`config.mk`:
```
export PLATFORM = sky130hd
export DESIGN_NAME = midpoint_circle_point_generator
export DESIGN_NICKNAME = d
export VERILOG_FILES = /design/src/hw/rtl/mcpg_pkg.sv /design/src/hw/rtl/mcpg_front.sv /design/src/hw/rtl/mcpg_queue.sv /design/src/hw/rtl/mcpg_back.sv /design/src/hw/rtl/midpoint_circle_point_generator.sv
export SDC_FILE = /design/constraint.sdc
export NUM_CORES = 1
export LEC_CHECK = 0
export BUFFER_PORTS_ARGS = -buffer_cell sky130_fd_sc_hd__buf_2
export CAP_MARGIN = 20
export CORE_ASPECT_RATIO = 1.75
export CORE_MARGIN = 5
export CORE_UTILIZATION = 45
export CTS_CLUSTER_DIAMETER = 60
export CTS_CLUSTER_SIZE = 30
export DETAILED_ROUTE_END_ITERATION = 16
export GPL_ROUTABILITY_DRIVEN = 0
export PLACE_DENSITY = 0.61
export RECOVER_POWER = 25
export SLEW_MARGIN = 20
export SYNTH_ARGS = -nofsm -noshare
export SYNTH_HDL_FRONTEND = slang
export SYNTH_HIERARCHICAL = 1
export SYNTH_SLANG_ARGS = --single-unit
```
`constraint.sdc`:
```
create_clock -name clk_i -period 5.8 [get_ports clk_i]
set_input_delay 0.87 -clock clk_i [delete_from_list [all_inputs] [get_ports clk_i]]
set_output_delay 0.87 -clock clk_i [all_outputs]
set_load 0.05 [all_outputs]
```
`src/hw/rtl/mcpg_pkg.sv`:
```
// ============================================================================
// mcpg_pkg
// Shared types and constants for the midpoint circle point generator.
// ============================================================================
package mcpg_pkg;

  localparam int unsigned CoordW = 11;   // center coordinates, x offset
  localparam int unsigned RadW   = 10;   // radius
  localparam int unsigned OffYW  = 12;   // y offset, two's complement
  localparam int unsigned DecW   = 14;   // decision value, two's complement
  localparam int unsigned PointW = 13;   // emitted coordinates, two's complement

  localparam int unsigned PtsPerStep = 16;
  localparam int unsigned IdxW       = $clog2(PtsPerStep);
  localparam logic [IdxW-1:0] LastIdx = IdxW'(PtsPerStep - 1);

  localparam int unsigned QDepth = 2;
  localparam int unsigned QPtrW  = (QDepth > 1) ? $clog2(QDepth) : 1;
  localparam int unsigned QCntW  = $clog2(QDepth + 1);

  localparam logic CmdStart = 1'b0;
  localparam logic CmdStep  = 1'b1;

  // One step's work: the center and the offsets before and after the update.
  typedef struct packed {
    logic [CoordW-1:0]       cen_x;
    logic [CoordW-1:0]       cen_y;
    logic [CoordW-1:0]       x0;
    logic signed [OffYW-1:0] y0;
    logic [CoordW-1:0]       x1;
    logic signed [OffYW-1:0] y1;
    logic                    done;
  } job_t;

  // Back-end status seen by the top level.
  typedef struct packed {
    logic mid_step;   // some points of the head job already emitted
  } back_stat_t;

endpackage

```
`src/hw/rtl/mcpg_front.sv`:
```
// ============================================================================
// mcpg_front
// Accepts commands, holds the circle state and computes one loop pass per
// step, handing the result to the queue.
// ============================================================================
module mcpg_front (
  input  logic                        clk_i,
  input  logic                        rst_ni,
  input  logic                        in_valid_i,
  input  logic                        in_ready_i,
  input  logic                        cmd_i,
  input  logic [mcpg_pkg::CoordW-1:0] center_x_i,
  input  logic [mcpg_pkg::CoordW-1:0] center_y_i,
  input  logic [mcpg_pkg::RadW-1:0]   radius_i,
  output logic                        push_o,
  output mcpg_pkg::job_t              job_o
);
  import mcpg_pkg::*;

  logic [CoordW-1:0]       cen_x_q, cen_x_d;
  logic [CoordW-1:0]       cen_y_q, cen_y_d;
  logic [CoordW-1:0]       off_x_q, off_x_d;
  logic signed [OffYW-1:0] off_y_q, off_y_d;
  logic signed [DecW-1:0]  dec_q, dec_d;
  logic                    active_q, active_d;

  logic                    accept;
  logic [CoordW-1:0]       x_inc;
  logic signed [OffYW-1:0] y_new;
  logic signed [DecW-1:0]  dec_new;
  logic [DecW-1:0]         dx, dy;
  logic                    d_pos;
  logic                    done;

  assign accept = in_valid_i && in_ready_i;

  // One loop pass on the current state.
  always_comb begin
    d_pos   = (dec_q > 0);
    x_inc   = off_x_q + CoordW'(1);
    y_new   = d_pos ? (off_y_q - OffYW'(1)) : off_y_q;
    dx      = {{(DecW-CoordW){1'b0}}, x_inc};
    dy      = {{(DecW-OffYW){y_new[OffYW-1]}}, y_new};
    if (d_pos) begin
      dec_new = dec_q + $signed((dx - dy) << 2) + DecW'(10);
    end else begin
      dec_new = dec_q + $signed(dx << 2) + DecW'(6);
    end
    done = ($signed({y_new[OffYW-1], y_new}) < $signed({2'b00, x_inc}));
  end

  always_comb begin
    cen_x_d  = cen_x_q;
    cen_y_d  = cen_y_q;
    off_x_d  = off_x_q;
    off_y_d  = off_y_q;
    dec_d    = dec_q;
    active_d = active_q;
    push_o   = 1'b0;
    if (accept) begin
      unique case (cmd_i)
        CmdStart: begin
          cen_x_d  = center_x_i;
          cen_y_d  = center_y_i;
          off_x_d  = '0;
          off_y_d  = $signed({{(OffYW-RadW){1'b0}}, radius_i});
          dec_d    = $signed(DecW'(3) - {{(DecW-RadW-1){1'b0}}, radius_i, 1'b0});
          active_d = 1'b1;
        end
        CmdStep: begin
          if (active_q) begin
            push_o   = 1'b1;
            off_x_d  = x_inc;
            off_y_d  = y_new;
            dec_d    = dec_new;
            active_d = !done;
          end
        end
        default: begin
          active_d = active_q;
        end
      endcase
    end
  end

  always_comb begin
    job_o.cen_x = cen_x_q;
    job_o.cen_y = cen_y_q;
    job_o.x0    = off_x_q;
    job_o.y0    = off_y_q;
    job_o.x1    = x_inc;
    job_o.y1    = y_new;
    job_o.done  = done;
  end

  always_ff @(posedge clk_i or negedge rst_ni) begin
    if (!rst_ni) begin
      cen_x_q  <= '0;
      cen_y_q  <= '0;
      off_x_q  <= '0;
      off_y_q  <= '0;
      dec_q    <= '0;
      active_q <= 1'b0;
    end else begin
      cen_x_q  <= cen_x_d;
      cen_y_q  <= cen_y_d;
      off_x_q  <= off_x_d;
      off_y_q  <= off_y_d;
      dec_q    <= dec_d;
      active_q <= active_d;
    end
  end

endmodule

```
`src/hw/rtl/mcpg_queue.sv`:
```
// ============================================================================
// mcpg_queue
// Short job queue between the front end and the point emitter.
// ============================================================================
module mcpg_queue (
  input  logic                       clk_i,
  input  logic                       rst_ni,
  input  logic                       push_i,
  input  mcpg_pkg::job_t             job_i,
  input  logic                       pop_i,
  output logic                       full_o,
  output logic                       valid_o,
  output mcpg_pkg::job_t             job_o,
  output logic [mcpg_pkg::QCntW-1:0] count_o
);
  import mcpg_pkg::*;

  job_t             mem_q [QDepth];
  logic [QPtrW-1:0] wr_ptr_q, wr_ptr_d;
  logic [QPtrW-1:0] rd_ptr_q, rd_ptr_d;
  logic [QCntW-1:0] cnt_q, cnt_d;

  assign full_o  = (cnt_q == QCntW'(QDepth));
  assign valid_o = (cnt_q != '0);
  assign job_o   = mem_q[rd_ptr_q];
  assign count_o = cnt_q;

  function automatic logic [QPtrW-1:0] ptr_next(input logic [QPtrW-1:0] p);
    ptr_next = (p == QPtrW'(QDepth - 1)) ? '0 : p + QPtrW'(1);
  endfunction

  always_comb begin
    wr_ptr_d = push_i ? ptr_next(wr_ptr_q) : wr_ptr_q;
    rd_ptr_d = pop_i  ? ptr_next(rd_ptr_q) : rd_ptr_q;
    cnt_d    = cnt_q + QCntW'(push_i) - QCntW'(pop_i);
  end

  always_ff @(posedge clk_i) begin
    if (push_i) begin
      mem_q[wr_ptr_q] <= job_i;
    end
  end

  always_ff @(posedge clk_i or negedge rst_ni) begin
    if (!rst_ni) begin
      wr_ptr_q <= '0;
      rd_ptr_q <= '0;
      cnt_q    <= '0;
    end else begin
      wr_ptr_q <= wr_ptr_d;
      rd_ptr_q <= rd_ptr_d;
      cnt_q    <= cnt_d;
    end
  end

endmodule

```
`src/hw/rtl/mcpg_back.sv`:
```
// ============================================================================
// mcpg_back
// Walks the sixteen symmetric points of the head job into the output
// register, one per cycle unless the receiver stalls.
// ============================================================================
module mcpg_back (
  input  logic                               clk_i,
  input  logic                               rst_ni,
  input  logic                               job_valid_i,
  input  mcpg_pkg::job_t                     job_i,
  output logic                               pop_o,
  output logic                               out_valid_o,
  input  logic                               out_ready_i,
  output logic signed [mcpg_pkg::PointW-1:0] point_x_o,
  output logic signed [mcpg_pkg::PointW-1:0] point_y_o,
  output logic                               last_of_step_o,
  output logic                               circle_done_o,
  output mcpg_pkg::back_stat_t               stat_o
);
  import mcpg_pkg::*;

  logic [IdxW-1:0]   idx_q, idx_d;
  logic              out_valid_q, out_valid_d;
  logic [PointW-1:0] px_q, px_d;
  logic [PointW-1:0] py_q, py_d;
  logic              last_q, last_d;
  logic              done_q, done_d;

  logic              load;
  logic [PointW-1:0] ox, oy, a, b, cx, cy;
  logic [CoordW-1:0] sel_x;
  logic [OffYW-1:0]  sel_y;

  assign load  = job_valid_i && (!out_valid_q || out_ready_i);
  assign pop_o = load && (idx_q == LastIdx);

  // Upper half uses the updated offsets; bit 2 swaps the roles of x and y,
  // bit 1 negates the row term, bit 0 the column term.
  always_comb begin
    sel_x = idx_q[3] ? job_i.x1 : job_i.x0;
    sel_y = idx_q[3] ? job_i.y1 : job_i.y0;
    ox    = {{(PointW-CoordW){1'b0}}, sel_x};
    oy    = {{(PointW-OffYW){sel_y[OffYW-1]}}, sel_y};
    a     = idx_q[2] ? oy : ox;
    b     = idx_q[2] ? ox : oy;
    cx    = {{(PointW-CoordW){1'b0}}, job_i.cen_x};
    cy    = {{(PointW-CoordW){1'b0}}, job_i.cen_y};
  end

  always_comb begin
    idx_d       = idx_q;
    out_valid_d = out_valid_q;
    px_d        = px_q;
    py_d        = py_q;
    last_d      = last_q;
    done_d      = done_q;
    if (load) begin
      idx_d       = idx_q + IdxW'(1);
      out_valid_d = 1'b1;
      px_d        = idx_q[0] ? (cx - a) : (cx + a);
      py_d        = idx_q[1] ? (cy - b) : (cy + b);
      last_d      = (idx_q == LastIdx);
      done_d      = job_i.done;
    end else if (out_ready_i) begin
      out_valid_d = 1'b0;
    end
  end

  always_ff @(posedge clk_i or negedge rst_ni) begin
    if (!rst_ni) begin
      idx_q       <= '0;
      out_valid_q <= 1'b0;
    end else begin
      idx_q       <= idx_d;
      out_valid_q <= out_valid_d;
    end
  end

  always_ff @(posedge clk_i) begin
    px_q   <= px_d;
    py_q   <= py_d;
    last_q <= last_d;
    done_q <= done_d;
  end

  assign out_valid_o     = out_valid_q;
  assign point_x_o       = $signed(px_q);
  assign point_y_o       = $signed(py_q);
  assign last_of_step_o  = last_q;
  assign circle_done_o   = done_q;
  assign stat_o.mid_step = (idx_q != '0);

endmodule

```
`src/hw/rtl/midpoint_circle_point_generator.sv`:
```
// ============================================================================
// midpoint_circle_point_generator
// Midpoint circle rasterizer with eightfold symmetry, one pixel per beat.
// ============================================================================
// Input channel (in_valid_i / in_ready_o) takes command beats. A start beat
// (cmd_i = 0) latches center_x_i, center_y_i and radius_i and emits nothing.
// A step beat (cmd_i = 1) while a circle is in progress produces sixteen
// output beats: the eight mirror points of the current offsets, then the
// eight of the updated offsets. last_of_step_o marks the sixteenth beat and
// circle_done_o is high on all sixteen beats of the step that ends the
// circle. A step while no circle is in progress is taken and dropped.
// The first point of a step appears once its job has passed the queue and
// been loaded into the output register, when the emitter is free.
// Throughput: one point per cycle unless the receiver stalls; the emitter
// walking the sixteen points of a queued step sets this figure. Start beats
// and dropped steps push no job and overlap with emission.
// The front end computes each step on acceptance and parks it in a two-entry
// queue. The step being emitted stays at the queue head until its last point
// is loaded, so one more step may wait behind it; in_ready_o drops only while
// the queue is full.
// Reset clears the circle state (idle) and empties the queue. When the
// receiver stalls, hold the current point; the queue then fills and
// back-pressures the input.
// ============================================================================
module midpoint_circle_point_generator (
  input  logic                               clk_i,
  input  logic                               rst_ni,
  input  logic                               in_valid_i,
  output logic                               in_ready_o,
  input  logic                               cmd_i,
  input  logic [mcpg_pkg::CoordW-1:0]        center_x_i,
  input  logic [mcpg_pkg::CoordW-1:0]        center_y_i,
  input  logic [mcpg_pkg::RadW-1:0]          radius_i,
  output logic                               out_valid_o,
  input  logic                               out_ready_i,
  output logic signed [mcpg_pkg::PointW-1:0] point_x_o,
  output logic signed [mcpg_pkg::PointW-1:0] point_y_o,
  output logic                               last_of_step_o,
  output logic                               circle_done_o
);
  import mcpg_pkg::*;

  logic             push;
  logic             pop;
  logic             q_full;
  logic             q_valid;
  logic [QCntW-1:0] q_count;
  job_t             job_in;
  job_t             job_head;
  back_stat_t       back_stat;

  // Accept while the queue has room; every command is taken on that basis.
  assign in_ready_o = !q_full;

  // Front end: classify commands, advance the circle state.
  mcpg_front u_front (
    .clk_i      (clk_i),
    .rst_ni     (rst_ni),
    .in_valid_i (in_valid_i),
    .in_ready_i (in_ready_o),
    .cmd_i      (cmd_i),
    .center_x_i (center_x_i),
    .center_y_i (center_y_i),
    .radius_i   (radius_i),
    .push_o     (push),
    .job_o      (job_in)
  );

  // Decouple the two sides.
  mcpg_queue u_queue (
    .clk_i   (clk_i),
    .rst_ni  (rst_ni),
    .push_i  (push),
    .job_i   (job_in),
    .pop_i   (pop),
    .full_o  (q_full),
    .valid_o (q_valid),
    .job_o   (job_head),
    .count_o (q_count)
  );

  // Back end: emit the sixteen points of the head job.
  mcpg_back u_back (
    .clk_i          (clk_i),
    .rst_ni         (rst_ni),
    .job_valid_i    (q_valid),
    .job_i          (job_head),
    .pop_o          (pop),
    .out_valid_o    (out_valid_o),
    .out_ready_i    (out_ready_i),
    .point_x_o      (point_x_o),
    .point_y_o      (point_y_o),
    .last_of_step_o (last_of_step_o),
    .circle_done_o  (circle_done_o),
    .stat_o         (back_stat)
  );

  // No push into a full queue.
  a_no_overflow: assert property (@(posedge clk_i) disable iff (!rst_ni)
    !(push && q_full))
    else $error("job pushed into full queue");

  // A partly emitted step keeps its job at the queue head.
  a_mid_step_has_job: assert property (@(posedge clk_i) disable iff (!rst_ni)
    back_stat.mid_step |-> (q_count != '0))
    else $error("step in progress without a queued job");

  // Points of one step follow without a gap and share the done flag.
  a_step_contiguous: assert property (@(posedge clk_i) disable iff (!rst_ni)
    (out_valid_o && out_ready_i && !last_of_step_o)
      |=> (out_valid_o && $stable(circle_done_o)))
    else $error("gap or done change inside a step");

endmodule

```
=== Yosys cells after proc, flatten, opt, wreduce, memory -nomap -nowiden ===
Memories as Yosys holds them, arrays and structs flattened.
Index checks and enable logic that the tools add are counted.
W data, S select, Z words.

* Memories: 1
* Input bits: 37
* Flip-flop bits (word level): 97
* Logic and storage cells: 75
* Output and inout port bits: 30
* Bits in writable memories: 138

{| class="wikitable"
|+ Memory list
! name !! words !! bits a word !! rd ports !! clocked after memory_dff !! wr ports !! RTL line !! text
|-
| u_queue.mem_q || 2 || 69 || 1 || 0 || 1 || mcpg_queue.sv:18 || <nowiki>job_t mem_q [QDepth];</nowiki>
|}

* Bitwise operators: 1
* Reductions and logical operators: 11
* Magnitude comparators: 2
* Eq/ne operators: 3
* Mux-type cells: 25
* Add/subtract/negate cells: 17

{| class="wikitable"
|+ Operators with widths
! kind !! count
|-
| $mux W13 || 4
|-
| $mux W12 || 3
|-
| $add A14 B14 Y14 || 2
|-
| $mux W14 || 2
|-
| $pmux W14 S2 || 1
|-
| $add A11 B13 Y13 || 2
|-
| $sub A11 B13 Y13 || 2
|-
| $pmux W12 S2 || 1
|-
| $mux W11 || 2
|-
| $pmux W11 S2 || 1
|-
| $add A14 B4 Y14 const B || 1
|-
| $add A14 B5 Y14 const B || 1
|-
| $gt A14 B1 Y1 const B || 1
|-
| $lt A12 B12 Y1 || 1
|-
| $sub A12 B12 Y12 || 1
|-
| $sub A12 B2 Y12 const B || 1
|-
| $sub A2 B11 Y12 const A || 1
|-
| $add A11 B1 Y11 const B || 1
|-
| $mux W1 || 10
|-
| $add A4 B1 Y4 const B || 1
|-
| $eq A4 B4 Y1 const B || 1
|-
| $reduce_and A2 Y1 || 2
|-
| $reduce_bool A2 Y1 || 2
|-
| $logic_and A1 B1 Y1 || 3
|-
| 9 further kinds || 12
|}

=== Longest topological paths before layout ===
* Depth after elaboration: 8
* Gate-level depth with buffers: 24
* Depth with buffers taken out: 22

=== By module ===
The synthesis kept the hierarchy.

{| class="wikitable"
|+ Modules (own cells, without submodules)
! module !! times used !! sequential area each (um^2) !! area an instance (um^2) !! cells each
|-
| mcpg_queue || 1 || 4244.1 || 5530.3 || 230
|-
| mcpg_front || 1 || 1501.4 || 5001.0 || 566
|-
| mcpg_back || 1 || 965.9 || 3233.1 || 296
|-
| midpoint_circle_point_generator || 1 || 0.0 || 3.8 || 1
|}

=== Worst setup path after synthesis ===
Ideal clock, no wire load.

* Path type: input -> register
* From: input cmd_i
* To: memory u_queue/mem_q[0][0] in the netlist's numbering, enable pin
* Path slack: 0.340 ns
* Arrival time: 4.955 ns
* Required time: 5.295 ns
* Library setup time: 0.505 ns
* Buffers on the path: 2
* Stages on the path: 5
* Cell sequence: clkbuf_1 -> nand4_1 -> inv_1 -> clkbuf_1 -> nor2b_1

* Longest elaborated chain between the ends: 4

{| class="wikitable"
|+ RTL lines
! element !! RTL line !! text
|-
| start: declaration || midpoint_circle_point_generator.sv:30 || <nowiki>input logic cmd_i,</nowiki>
|-
| $mux W1 || mcpg_front.sv:61 || <nowiki>unique case (cmd_i)</nowiki>
|-
| $mux W1 || mcpg_front.sv:60 || <nowiki>if (accept) begin</nowiki>
|-
| net push || midpoint_circle_point_generator.sv:43 || <nowiki>logic push;</nowiki>
|-
| $mux W1 || mcpg_queue.sv:39 || <nowiki>if (push_i) begin</nowiki>
|-
| $mux W1 (implied by the code) || mcpg_queue.sv:40 || <nowiki>mem_q[wr_ptr_q] <= job_i;</nowiki>
|-
| end: declaration || mcpg_queue.sv:18 ||
|}

The timed path passes the listed nets, and every way through them passes these cells.

=== Worst setup path after layout ===
* From: register u_front.dec_q[10]
* To: register u_front.dec_q[13]

* Longest elaborated chain between the ends: 8
* Elaborated cells between the ends (all ways): 10
* Those cells by class: add/sub (5); order compare (1); mux (4)

{| class="wikitable"
|+ RTL lines
! element !! RTL line !! text
|-
| start: declaration || mcpg_front.sv:24 || <nowiki>logic signed [DecW-1:0] dec_q, dec_d;</nowiki>
|-
| start signal: assignment || mcpg_front.sv:102 || <nowiki>dec_q <= '0;</nowiki>
|-
| start signal: assignment || mcpg_front.sv:109 || <nowiki>dec_q <= dec_d;</nowiki>
|-
| $gt A14 B1 Y1 || mcpg_front.sv:39 || <nowiki>d_pos = (dec_q > 0);</nowiki>
|-
| $mux W12 || mcpg_front.sv:41 || <nowiki>y_new = d_pos ? (off_y_q - OffYW'(1)) : off_y_q;</nowiki>
|-
| $sub A12 B12 Y12 || mcpg_front.sv:45 || <nowiki>dec_new = dec_q + $signed((dx - dy) << 2) + DecW'(10);</nowiki>
|-
| $add A14 B14 Y14 || mcpg_front.sv:45 ||
|-
| $add A14 B5 Y14 || mcpg_front.sv:45 ||
|-
| $mux W14 (*) || mcpg_front.sv:44 || <nowiki>if (d_pos) begin</nowiki>
|-
| $mux W14 (*) || mcpg_front.sv:71 || <nowiki>if (active_q) begin</nowiki>
|-
| $pmux W14 S2 (*) || mcpg_front.sv:61 ||
|}

Mark *: on every way between the ends. The rest lies on a longest branch, timed or not. The select of a mux whose other input is x is not followed.
A chain may end at the register's enable or synchronous reset.

==> reports/qor.csv <==
metric,value,unit
drt_iter0_markers,407,
gr-usage-met1,18.7,%
final_area,0.0149,mm^2
synth_area,0.0138,mm^2
synthesis.nets,1216,
clkSlewWorstSetupHoldPaths,100,ps
die_w,142,um
fin_skew,34.0,ps
drc,0,
viasPerCell,5.61,
slew_headroom,-134,%
syn_avg_cell_area,12.6,um^2
cts_num_sinks,235,
grt_pass1_wl,48000,um
grt_pass1_vias,9058,
grt_max_degree,70,
cts_resized,0,
period_needed,5230,ps
maxCapViolations,1,
dieArea,0.0343,mm^2
rr_worst_depth,20,
crit_required,6160,ps
nets,1273,
routed_wirelength,30500,um
final_cell_count_no_fill,1542,
end_kind,flop,
cts_tree,done,
clockBufferDepth,3,
critPathKind,reg -> reg,
use_met2,34.8,%
placed_cells,1519,
worst_pin_slew,3500,ps
grt_use_total,17.9,%
cp.arrival,5590,ps
dp_hpwl,22800,um
placed_area,0.0144,mm^2
fin_tns_setup,0,ps
die_y,241,um
hold_class,in -> async,
grt-ovfl-total,0,
cts_setup_buffers,0,
cts_hold_buffers,0,
htree_levels,1,
drv_slew,56,
core_area,0.0302,mm^2
start_util,45.6,%
globalRouteMet3Util,1.38,%
worstPathMaxFanout,8,
max_freq,191,MHz
netlist_instances,1091,
syn_to_final_growth,7.99,%
root_buffer,clkbuf_16,
rsz0062_at_grt,false,
fill_cells,2650,
detail-route-antenna-nets,0,
port_buffers,66,
rows,84,
finalCritPeriodShare,90.1,%
clock_latency,510,ps
ios,67,
grt_busiest_layer,met2,
critPathLaunchType,flop,
status,"finished, violations left",
hold_viol_final,0,
setup_violations,0,
ys_warn_count,6,
wire_per_inst,19.8,um
failed_checks,"capacitance limit, slew limit",
antenna_cells,0,
numCtsBuffers,14,
antenna_found_initial,0,
vias,8652,
drive_gt1_share,20.3,%
drtPass1Iterations,5,
## stage by stage
stage	setup slack [ps]	utilization (%)	hold WS (ps)
floorplan	340	-	435
global placement	805	47.7	440
detailed placement	634	47.7	454
CTS	615	49.3	202
global route	372	49.3	492
finish	574	49.3	434
## routing by layer
metal | routed length, um | share of wire (%)
met1 | 10800 | 35
met2 | 17300 | 57
met3 | 797 | 2.6
met4 | 1630 | 5.3
met5 | 0 | 0
## cells in the final DEF, fill, tap and decap left out, drive strengths merged, types with 4 or more instances in the layout
| master | n |
|---|---|
| nor2b | 9 |
| nand2b | 11 |
| o21a | 10 |
| or2 | 4 |
| nand2 | 62 |
| o21ai | 58 |
| mux2i | 8 |
| a21oi | 51 |
| clkbuf | 20 |
| xor2 | 30 |
| o21bai | 4 |
| mux2 | 92 |
| inv | 65 |
| a22o | 6 |
| xnor2 | 63 |
| and2 | 6 |
| o211ai | 8 |
| nand3 | 22 |
| a31oi | 15 |
| nand4 | 7 |
| dfrtp | 69 |
| nor3 | 23 |
| a211oi | 8 |
| o22ai | 4 |
| buf | 75 |
| nor2 | 75 |
| mux4 | 22 |
| a21o | 9 |
| o41ai | 5 |
| edfxtp | 166 |
| fa | 4 |
| o31ai | 4 |
| and3 | 9 |
| ha | 84 |
| nor4 | 7 |
## cell type report
type | count | area [um^2] | share of cell area, %
Inverter | 60 | 225 | 1.52
Clock buffer | 18 | 387 | 2.60
Timing Repair Buffer | 77 | 420 | 2.83
Tap cell | 387 | 484 | 3.26
Sequential cell | 235 | 6720 | 45.2
Clock inverter | 5 | 87.6 | 0.589
Multi-Input combinational cell | 760 | 6540 | 44.0
## flip-flops by register name, summed over array words and instances, names as in the netlist
name,flops
u_queue/count_o,2
u_front/cen_y_q,11
u_front/cen_x_q,11
u_back/point_x_o,13
u_back/last_of_step_o,1
u_front/off_x_q,11
u_back/point_y_o,13
u_queue/mem_q,138
u_front/active_q,1
u_front/off_y_q,12
u_back/idx_q,4
u_queue/wr_ptr_q,1
u_back/circle_done_o,1
u_front/dec_q,14
u_queue/rd_ptr_q,1
u_back/out_valid_o,1
## critical path, stage by stage, from the launching register on
cell     delay, ps
dfrtp_1        440
nor3_1         520
a41oi_4        270
and2_1         250
xnor2_1        230
ha_1           360
and4_1         220
a21oi_1        300
nand2_1        120
o21ai_0        170
nand2_1         90
xnor2_1        180
ha_1           250
ha_1           250
or3_1          370
o21ai_0        130
o31ai_1        160
o41ai_1        330
xnor2_1        190
and4_4         240
nor3_1          40
## worst paths after layout
path / from / end / slack, ps
max in group asynchronous: rst_ni / u_front/cen_x_q[1] / 1580
worst max-delay path: u_front/dec_q[10] / u_front/dec_q[13] / 570
worst max register to register: u_front/dec_q[10] / u_front/dec_q[13] / 570
min in group clk_i: u_front/cen_x_q[1] / u_queue/mem_q[1][59] / 480
worst min register to register: u_front/cen_x_q[1] / u_queue/mem_q[1][59] / 480
worst min-delay path: rst_ni / u_queue/count_o[1] / 430
Power is not shown: default switching activity piles up to over one toggle a cycle in this logic, so the estimate is an artifact.
